### config.mk
export PLATFORM = sky130hd
export DESIGN_NAME = wakeup_source_validation_table
export DESIGN_NICKNAME = d
export VERILOG_FILES = /design/src/sv/wsvt_pkg.sv /design/src/sv/wakeup_source_validation_table.sv
export VERILOG_INCLUDE_DIRS = /design/src /design/src/sv
export SDC_FILE = /design/constraint.sdc
export NUM_CORES = 2
export LEC_CHECK = 0
export ABC_CLOCK_PERIOD_IN_PS = 26600
export BUFFER_PORTS_ARGS = -buffer_cell sky130_fd_sc_hd__buf_2
export CORE_ASPECT_RATIO = 0.75
export CORE_MARGIN = 10
export CORE_UTILIZATION = 34
export CTS_CLUSTER_DIAMETER = 50
export DETAILED_ROUTE_END_ITERATION = 8
export SETUP_SLACK_MARGIN = 0.4
export SLEW_MARGIN = 20
export SYNTH_ARGS = -nofsm -noshare
export SYNTH_HDL_FRONTEND = slang
export SYNTH_SLANG_ARGS = --single-unit
export TNS_END_PERCENT = 30
### constraint.sdc
create_clock -name clk -period 26.6 [get_ports clk]
set_input_delay 2.66 -clock clk [delete_from_list [all_inputs] [get_ports clk]]
set_output_delay 2.66 -clock clk [all_outputs]
set_load 0.01 [all_outputs]
### src/sv/wakeup_source_validation_table_macros.svh
// Assertion macros for the wakeup source validation table.
// Needs a clock named clk and a reset named rst in the including scope.
`ifndef WAKEUP_SOURCE_VALIDATION_TABLE_MACROS_SVH
`define WAKEUP_SOURCE_VALIDATION_TABLE_MACROS_SVH

// Same-cycle implication, checked outside reset.
`define WSVT_ASSERT_NOW(label, ante, cons, msg) \
  label: assert property (@(posedge clk) disable iff (rst) (ante) |-> (cons)) \
    else $error(msg);

// Next-cycle implication, checked outside reset.
`define WSVT_ASSERT_NEXT(label, ante, cons, msg) \
  label: assert property (@(posedge clk) disable iff (rst) (ante) |=> (cons)) \
    else $error(msg);

`endif

### src/sv/wsvt_pkg.sv
// Shared types and constants for the wakeup source validation table.
// No dependencies; used by wakeup_source_validation_table.
package wsvt_pkg;

  localparam int unsigned NUM_SOURCES_DEF = 32;
  localparam int unsigned SRC_IDX_W      = 5;
  localparam int unsigned CFG_INDEX_W    = 2;
  localparam int unsigned CFG_DATA_W     = 32;
  localparam logic [15:0] TIMEOUT_NEVER  = 16'hFFFF;
  localparam logic [15:0] TICK_STEP_RST  = 16'd10;

  typedef enum logic [3:0] {
    OP_REGISTER   = 4'd0,
    OP_UNREGISTER = 4'd1,
    OP_SET_EVENT  = 4'd2,
    OP_CLEAR      = 4'd3,
    OP_VALIDATE   = 4'd4,
    OP_TICK       = 4'd5,
    OP_CHANNEL    = 4'd6,
    OP_CHECK_HOOK = 4'd7,
    OP_QUERY      = 4'd8
  } op_t;

  typedef enum logic [1:0] {
    ST_NONE      = 2'd0,
    ST_PENDING   = 2'd1,
    ST_VALIDATED = 2'd2,
    ST_EXPIRED   = 2'd3
  } status_t;

  typedef enum logic [CFG_INDEX_W-1:0] {
    CFG_MODULE_ENABLED = 2'd0,
    CFG_DISABLED_MASK  = 2'd1,
    CFG_TICK_STEP      = 2'd2
  } cfg_reg_t;

  typedef struct packed {
    logic [3:0]  op;
    logic [4:0]  source_index;
    logic [31:0] source_mask;
    logic [31:0] check_valid_mask;
    logic [15:0] timeout_ms;
    logic [15:0] countdown;
    logic        check_supported;
    logic        channel_supported;
    logic [7:0]  channel;
  } in_item_t;

  typedef struct packed {
    logic [31:0] pending_mask;
    logic [31:0] validated_mask;
    logic [31:0] expired_mask;
    logic [1:0]  source_status;
    logic        op_ok;
  } out_item_t;

  typedef struct packed {
    logic [15:0] timeout;
    logic [15:0] countdown;
    logic [15:0] timer;
    logic        check_en;
    logic        channel_en;
    logic [7:0]  channel;
  } slot_entry_t;

endpackage

### src/sv/wakeup_source_validation_table.sv
// Wakeup source validation table: each transaction walks every slot once.
// The input stalls from acceptance until the result is registered, so one
// transaction is handled at a time; the walk reads and updates slots in turn
// through the single read and write port of the slot settings memory.
// Reset (rst, synchronous) unregisters all slots and restores the registers.
// The settings memory needs no clearing pass: registration rewrites an entry.
module wakeup_source_validation_table #(
  parameter int unsigned NUM_SOURCES = wsvt_pkg::NUM_SOURCES_DEF
) (
  input  logic                                clk,
  input  logic                                rst,
  input  logic                                in_valid,
  output logic                                in_stall,
  input  wsvt_pkg::in_item_t                  in_data,
  output logic                                out_valid,
  input  logic                                out_stall,
  output wsvt_pkg::out_item_t                 out_data,
  input  logic                                cfg_valid,
  output logic                                cfg_ready,
  input  logic [wsvt_pkg::CFG_INDEX_W-1:0]    cfg_index,
  input  logic [wsvt_pkg::CFG_DATA_W-1:0]     cfg_data
);
  import wsvt_pkg::*;

  `include "wakeup_source_validation_table_macros.svh"

  localparam int unsigned IDX_W = (NUM_SOURCES > 1) ? $clog2(NUM_SOURCES) : 1;
  localparam int unsigned CNT_W = $clog2(NUM_SOURCES + 1);

  typedef enum logic [1:0] {S_IDLE, S_WALK, S_RESULT} state_t;

  // Configuration registers. Writes are always taken.
  logic        module_enabled;
  logic [31:0] disabled_mask;
  logic [15:0] tick_step;

  assign cfg_ready = 1'b1;

  always_ff @(posedge clk) begin
    if (rst) begin
      module_enabled <= 1'b1;
      disabled_mask  <= '0;
      tick_step      <= TICK_STEP_RST;
    end else if (cfg_valid && cfg_ready) begin
      case (cfg_index)
        CFG_MODULE_ENABLED: module_enabled <= cfg_data[0];
        CFG_DISABLED_MASK:  disabled_mask  <= cfg_data;
        CFG_TICK_STEP:      tick_step      <= cfg_data[15:0];
        default:            ;
      endcase
    end
  end

  // Sequencer state. The accepted transaction is held in item for the walk.
  state_t         state;
  in_item_t       item;
  logic [CNT_W-1:0] cnt;
  logic           ok;
  logic           found;
  logic           ok_next;
  logic           found_next;
  out_item_t      result;

  // Read pipeline: slot cnt is read in one cycle and modified in the next.
  logic             proc_vld;
  logic [IDX_W-1:0] proc_idx;
  slot_entry_t      rd_data;

  // Settings memory, plus registered marks and status in flip-flops so that
  // the result masks can be formed from all slots at once.
  slot_entry_t mem [NUM_SOURCES];
  logic [NUM_SOURCES-1:0] reg_q;
  status_t stat [NUM_SOURCES];

  logic        in_accept;
  logic        walk_end;
  logic        r_next;
  status_t     s_next;
  slot_entry_t e_next;
  logic        set_ev;
  logic        hit;
  logic [16:0] tsum;

  assign in_stall  = (state != S_IDLE);
  assign in_accept = in_valid && !in_stall;
  assign walk_end  = (cnt == CNT_W'(NUM_SOURCES));

  always_ff @(posedge clk) begin
    rd_data <= mem[cnt[IDX_W-1:0]];
    if (proc_vld) begin
      mem[proc_idx] <= e_next;
    end
  end

  always_ff @(posedge clk) begin
    if (rst) begin
      proc_vld <= 1'b0;
    end else begin
      proc_vld <= (state == S_WALK) && !walk_end;
    end
    proc_idx <= cnt[IDX_W-1:0];
  end

  // Per-slot update of the slot under modification.
  always_comb begin
    r_next     = reg_q[proc_idx];
    s_next     = stat[proc_idx];
    e_next     = rd_data;
    ok_next    = ok;
    found_next = found;
    set_ev     = 1'b0;
    hit        = (SRC_IDX_W'(proc_idx) == item.source_index);
    tsum       = {1'b0, rd_data.timer} + {1'b0, tick_step};
    case (op_t'(item.op))
      OP_REGISTER: begin
        if (hit) begin
          if (!r_next) begin
            s_next       = ST_NONE;
            e_next.timer = '0;
          end
          r_next            = 1'b1;
          e_next.timeout    = item.timeout_ms;
          e_next.countdown  = item.countdown;
          e_next.check_en   = item.check_supported;
          e_next.channel_en = item.channel_supported;
          e_next.channel    = item.channel;
        end
      end
      OP_UNREGISTER: begin
        if (hit) begin
          if (r_next) begin
            r_next = 1'b0;
            s_next = ST_NONE;
          end else begin
            ok_next = 1'b0;
          end
        end
      end
      OP_SET_EVENT: set_ev = item.source_mask[proc_idx];
      OP_CLEAR: begin
        if (item.source_mask[proc_idx] && r_next) begin
          s_next       = ST_NONE;
          e_next.timer = '0;
        end
      end
      OP_VALIDATE: begin
        if (item.source_mask[proc_idx] && r_next &&
            (s_next == ST_NONE || s_next == ST_PENDING)) begin
          s_next       = ST_VALIDATED;
          e_next.timer = '0;
        end
      end
      OP_TICK: begin
        if (r_next && s_next == ST_PENDING) begin
          e_next.timer = tsum[16] ? 16'hFFFF : tsum[15:0];
          if (rd_data.timeout != TIMEOUT_NEVER && e_next.timer >= rd_data.timeout) begin
            s_next = ST_EXPIRED;
          end
          if (rd_data.countdown != '0) begin
            e_next.countdown = rd_data.countdown - 16'd1;
            if (e_next.countdown == '0) begin
              s_next = ST_EXPIRED;
            end
          end
        end
      end
      OP_CHANNEL: begin
        if (!found && r_next && rd_data.channel_en && rd_data.channel == item.channel) begin
          found_next = 1'b1;
          set_ev     = 1'b1;
        end
      end
      OP_CHECK_HOOK: begin
        set_ev = module_enabled && item.source_mask[proc_idx] && r_next && rd_data.check_en;
      end
      default: ;
    endcase
    // A set event (module enabled, slot not disabled) raises a registered slot to
    // pending, then validates it at once when the application check bit is set.
    if (set_ev && module_enabled && !disabled_mask[proc_idx]) begin
      if (r_next && s_next == ST_NONE) begin
        s_next       = ST_PENDING;
        e_next.timer = '0;
      end
      if (item.check_valid_mask[proc_idx] && r_next &&
          (s_next == ST_NONE || s_next == ST_PENDING)) begin
        s_next       = ST_VALIDATED;
        e_next.timer = '0;
      end
    end
  end

  always_ff @(posedge clk) begin
    if (rst) begin
      reg_q <= '0;
      for (int i = 0; i < NUM_SOURCES; i++) begin
        stat[i] <= ST_NONE;
      end
    end else if (proc_vld) begin
      reg_q[proc_idx] <= r_next;
      stat[proc_idx]  <= s_next;
    end
  end

  // Result assembly from the flip-flop marks once the walk is complete.
  always_comb begin
    result = '0;
    for (int i = 0; i < NUM_SOURCES; i++) begin
      if (reg_q[i]) begin
        result.pending_mask[i]   = (stat[i] == ST_PENDING);
        result.validated_mask[i] = (stat[i] == ST_VALIDATED);
        result.expired_mask[i]   = (stat[i] == ST_EXPIRED);
      end
    end
    if (op_t'(item.op) == OP_QUERY && 32'(item.source_index) < NUM_SOURCES &&
        reg_q[item.source_index[IDX_W-1:0]]) begin
      result.source_status = stat[item.source_index[IDX_W-1:0]];
    end
    result.op_ok = ok;
  end

  // Transaction register, walk counter and per-transaction flags.
  always_ff @(posedge clk) begin
    if (in_accept) begin
      item  <= in_data;
      cnt   <= '0;
      found <= 1'b0;
      ok    <= !(op_t'(in_data.op) == OP_UNREGISTER &&
                 32'(in_data.source_index) >= NUM_SOURCES);
    end else begin
      if (state == S_WALK && !walk_end) begin
        cnt <= cnt + CNT_W'(1);
      end
      if (proc_vld) begin
        ok    <= ok_next;
        found <= found_next;
      end
    end
  end

  // State and the output register. A result taken while a new one is ready
  // is replaced in the same cycle.
  always_ff @(posedge clk) begin
    if (rst) begin
      state     <= S_IDLE;
      out_valid <= 1'b0;
    end else begin
      if (out_valid && !out_stall && state != S_RESULT) begin
        out_valid <= 1'b0;
      end
      case (state)
        S_IDLE: begin
          if (in_accept) begin
            state <= S_WALK;
          end
        end
        S_WALK: begin
          if (walk_end) begin
            state <= S_RESULT;
          end
        end
        S_RESULT: begin
          if (!out_valid || !out_stall) begin
            out_valid <= 1'b1;
            out_data  <= result;
            state     <= S_IDLE;
          end
        end
        default: state <= S_IDLE;
      endcase
    end
  end

  `WSVT_ASSERT_NEXT(a_accept_busy, in_accept, in_stall, "input taken while busy")
  `WSVT_ASSERT_NOW(a_proc_in_walk, proc_vld, state == S_WALK, "slot update outside walk")
  `WSVT_ASSERT_NOW(a_masks_disjoint, out_valid,
    (out_data.pending_mask & out_data.validated_mask) == '0 &&
    (out_data.pending_mask & out_data.expired_mask) == '0, "status masks overlap")
  `WSVT_ASSERT_NOW(a_walk_bound, state == S_WALK, cnt <= CNT_W'(NUM_SOURCES),
    "walk counter overrun")

endmodule
# --- Yosys cells after proc, flatten, opt, wreduce, memory -nomap -nowiden ---
# Memories as Yosys holds them, arrays and structs flattened. A register that Yosys moved wholly into a read port is not among the register bits.
# Cells that the tools add are included.
# Widths: inputs -> output; s select.
word_totals:
  reg_bits: 310
  latchBits: 0
  ramBits: 1920
  romBits: 0
  input_bits: 154
  memories: 2
classes:
  addsub: 3
  n_mul: 0
  n_div: 0
  magnitude_cmp: 4
  eq_ne: 118
  shift: 0
  n_mux: 63
  bitwise_logic: 2
  n_reduce_logical: 48
mem_list:
  columns: ["memory", "depth", "word_bits", "read_ports", "rd_ports_with_merged_regs", "write_ports", "line", "source"]
  rows:
  - ["mem", 32, 58, 1, 1, 1, "wakeup_source_validation_table.sv:71", "slot_entry_t mem [NUM_SOURCES];"]
  - ["stat", 32, 2, 34, 2, 32, "wakeup_source_validation_table.sv:73", "status_t stat [NUM_SOURCES];"]
ops:
  columns: ["op", "count"]
  rows:
  - ["$mux 16", 9]
  - ["$eq 2x2->1 const B", 66]
  - ["$eq 2x1->1 const B", 36]
  - ["$pmux 16 s4", 1]
  - ["$mux 58", 1]
  - ["$mux 2", 18]
  - ["$bwmux 32", 1]
  - ["$mux 32", 1]
  - ["$pmux 16 s2", 1]
  - ["$bmux 1 s5", 5]
  - ["$logic_and 1x1->1", 21]
  - ["$mux 1", 19]
  - ["$add 16x16->17", 1]
  - ["$eq 4x3->1 const B", 4]
  - ["$ge 16x16->1", 1]
  - ["$logic_not 16->1", 1]
  - ["$ne 16x16->1 const B", 1]
  - ["$reduce_bool 16->1", 1]
  - ["$sub 16x1->16 const B", 1]
  - ["$lt 5x6->1 const B", 2]
  - ["$logic_not 2->1", 5]
  - ["$mux 10", 1]
  - ["$pmux 2 s5", 1]
  - ["$reduce_and 3->1", 3]
  - ["22 further kinds", 37]

# --- Logic depth before layout (Yosys ltp) ---
logic_depth:
  depth_word: 19
  ltp_mapped: 20
  depth_no_buf: 18

# --- Least setup slack after synthesis ---
# No wires, ideal clock.
synth_path:
  path_kind: "input -> register"
  from: "input port rst"
  to: "register out_data[0] (netlist bit), enable pin"
  arrival_time_ns: 10.446
  setup_slack_ns: 15.456
  cell_stages: 4
  n_path_buf: 3
  cell_sequence: "clkbuf_1 > clkbuf_1 > clkbuf_1 > nor3b_1"
synth_between:
  elab_chain_cells: 2
synth_lines:
  columns: ["item", "line", "source"]
  rows:
  - ["start: declaration", "wakeup_source_validation_table.sv:11", "input logic rst,"]
  - ["$not 1->1 (no line)", null, null]
  - ["$reduce_and 3->1 (no line)", null, null]
  - ["end signal: assignment", "wakeup_source_validation_table.sv:265", "out_data <= result;"]
  - ["end: declaration", "wakeup_source_validation_table.sv:17", "output wsvt_pkg::out_item_t out_data,"]
# No other way between the ends.
# A chain may end at the register's enable or synchronous reset.

==> flow_summary.ini <==
[place]
globalplace.congestion = 0.919
place_ws_ns = 20.80
place_hpwl_um = 141000
placed_area_um2 = 96000
port_buffers = 254

[run_status]
status = completed

[routing]
avgViaCountPerCell = 5.56
drt_first_pass_iters = 5
drc = 0
vias = 46900
drt_iter0_markers = 6008
drt.antenna.violating_nets = 0
wl_um = 252000
routedWlPerCell_um = 29.9

[cts]
cts_buffers = 221
htreeDepth = 4
cts_resized = 0
cts_sinks = 2290
cts.clk_slew.worst_paths_ns = 0.06
cts_buffer_depth = 4
ctsRootBufferMaster = clkbuf_16
clk_latency_ns = 0.89
cts_tree = built
post_cts_buffers = 0
hold_buffers = 0

[synthesis]
ys_seq_area_share_pct = 74.8
synth-seq-cells = 2290
yosysWarnings = 0
synth_nets = 4586
syn_area_um2 = 89800
synth_edf_count = 2134
ys_async_sr_fraction_pct = 0
ys.flop_type = edfxtp_1
yosysUniqueCellTypes = 80
synth.avg_cell_area_um2 = 20.4
synth_cells = 4394

[flow_run]
drv_cap = 0

[finish]
final_common_cell = edfxtp_1
final_cell_mix = 2134 x edfxtp_1, 626 x mux4_2, 274 x nand2_1
final_nets = 4973
syn2layout_area_growth_pct = 14.8
drive_gt1_share_pct = 30.6
post-route-cell-area_um2 = 103000

[global_route]
grt_pass1_wl_um = 353000
grt_pass1_vias = 45700
antenna_found_initial = 31
busiest_layer = met2
grtUsageTotal_pct = 17.0
met2_usage_pct = 25.9
grt.met3_usage_pct = 3.91
grt-ovfl-total = 0
grt_max_degree = 140
met1_usage_pct = 24.9

[timing]
fin_ws_ns = 20.68
fmax_mhz = 169
skew_ns = 0.0683
slew-limit-headroom_pct = 22.9
setup_viol = 0
fin_crit_ns = 5.92
holdWs_ns = 0.451
slew_violations = 0
timing.final.crit_share_pct = 22.3
hold_viol_final = 0
worst_pin_slew_ns = 1.15
rsz0062_at_grt = false
tns_ns = 0

[setup_path]
rr_startpoint = proc_idx[1]
required_ns = 26.90
cp_cell_sequence = buf_4 > mux2i_1 > o22ai_1 > nor4_1 > nand2_1 > or4b_4 > nor2_4 > nand3_1 > o311ai_0 > nand3_1
critPathLaunch = proc_idx[1]
crit_buf_inv = 1
cpLargestDelayFamily = simple AND/OR/NAND/NOR gates
cpPeakStageDelay_ns = 0.86
start_kind = flip-flop
slowest_stage = buf_4
endpoint_kind = flip-flop
cp_max_fo = 61
path_class = reg2reg
cp.arrival_ns = 6.22
crit_top_cell = nand3_1

[die]
die_y_um = 465
core.rowCount = 163
ioPinCount = 256
core_area_um2 = 263000
design.die.area_um2 = 285000
start_util_pct = 34.1
chipWidth_um = 614

[pwr]
p_per_area_nw_per_um2 = 83.2
p_leak_uw = 0.0320
peakVddDrop_uv = 60.5

[hold_path]
hp-class = reg2reg
hp-start = disabled_mask[31]
## power by group
| part | switching [uW] | internal [uW] | leakage, uW |
|---|---|---|---|
| sequential | 85.5 | 4240 | 0.0207 |
| clock | 1340 | 1740 | 0.00343 |
| combinational | 670 | 498 | 0.00786 |
## layer usage
layer / vias up / routed length, um
li1: 18900 / -
met1: 25100 / 106000
met2: 2447 / 114000
met3: 422 / 25100
met4: 10 / 6550
met5: - / 73
## path summary, 6_finish.rpt
check                 endpoint  slack (ns)  cells past startpoint
min          disabled_mask[31]        0.45                      2
min reg2reg  disabled_mask[31]        0.45                      2
max reg2reg        mem[30][39]       20.68                     10
max                mem[30][39]       20.68                     10
## metrics by stage
| step | power [uW] | std cells | utilization [%] |
|---|---|---|---|
| 6_report | 8580 | 8430 | 39.2 |
| 5_1_grt | 8880 | 8423 | 39.2 |
| 4_1_cts | 8630 | 8421 | 39.2 |
| 3_5_place_dp | 5570 | 8021 | 36.5 |
| 3_3_place_gp | 5540 | 8019 | 36.5 |
| 2_1_floorplan | 5190 | 4394 | - |
## worst register-to-register path, delay by kind of cell (launching register included)
family	cells	cell delay, ns
AO/OA/AOI/OAI	2	0.47
buffers and inverters	1	0.89
flip-flops	1	0.63
multiplexers	1	0.30
AND/OR/NAND/NOR	6	3.05
## final cells by class
type	instances	area, um^2
fillers	23400	160000
flip-flops and latches	2290	67200
multi-input cells	1834	21900
clock buffers	300	6140
well taps	3465	4340
repair buffers	394	2400
clock inverters	100	903
inverters	40	150
diodes	7	17.5
## cells by family after synthesis
group           share of synthesized area, %
flops                                   74.8
simple gates                            3.88
compound gates                          1.98
fa+ha+maj                              0.538
other cells                          0.00417
xor+xnor                               0.312
buf+inv                                 1.23
mux                                     17.2
## flip-flops by register name, summed over array words and instances (netlist names)
name,flops
ok,1
cnt,6
state,2
mem,1856
proc_vld,1
out_data,99
proc_idx,5
tick_step,16
module_enabled,1
stat,64
disabled_mask,32
out_valid,1
found,1
rd_data,58
item,115
reg_q,32
## cell usage after synthesis (9+ instances only)
cell / n / area share [%]
edfxtp_1: 2134 / 71
mux4_2: 626 / 16
nand2_1: 276 / 1.2
nor2_1: 200 / 0.84
dfxtp_1: 156 / 3.5
clkbuf_1: 149 / 0.62
a21oi_1: 80 / 0.45
mux2i_1: 70 / 0.78
mux2_2: 60 / 0.75
buf_1: 54 / 0.23
o22ai_1: 54 / 0.38
nor3_1: 41 / 0.23
inv_1: 40 / 0.17
or2_2: 40 / 0.28
ha_1: 37 / 0.52
and3_1: 36 / 0.25
o21ai_0: 31 / 0.17
xor2_1: 23 / 0.22
a211oi_1: 22 / 0.18
nor4_1: 21 / 0.15
nand3_1: 15 / 0.084
buf_2: 14 / 0.078
nor3b_1: 14 / 0.12
nand4_1: 12 / 0.084
a21o_1: 11 / 0.092
nand2b_1: 11 / 0.077
nand3b_1: 11 / 0.092
xnor2_1: 9 / 0.088
Power figures use the tool's default switching activity.
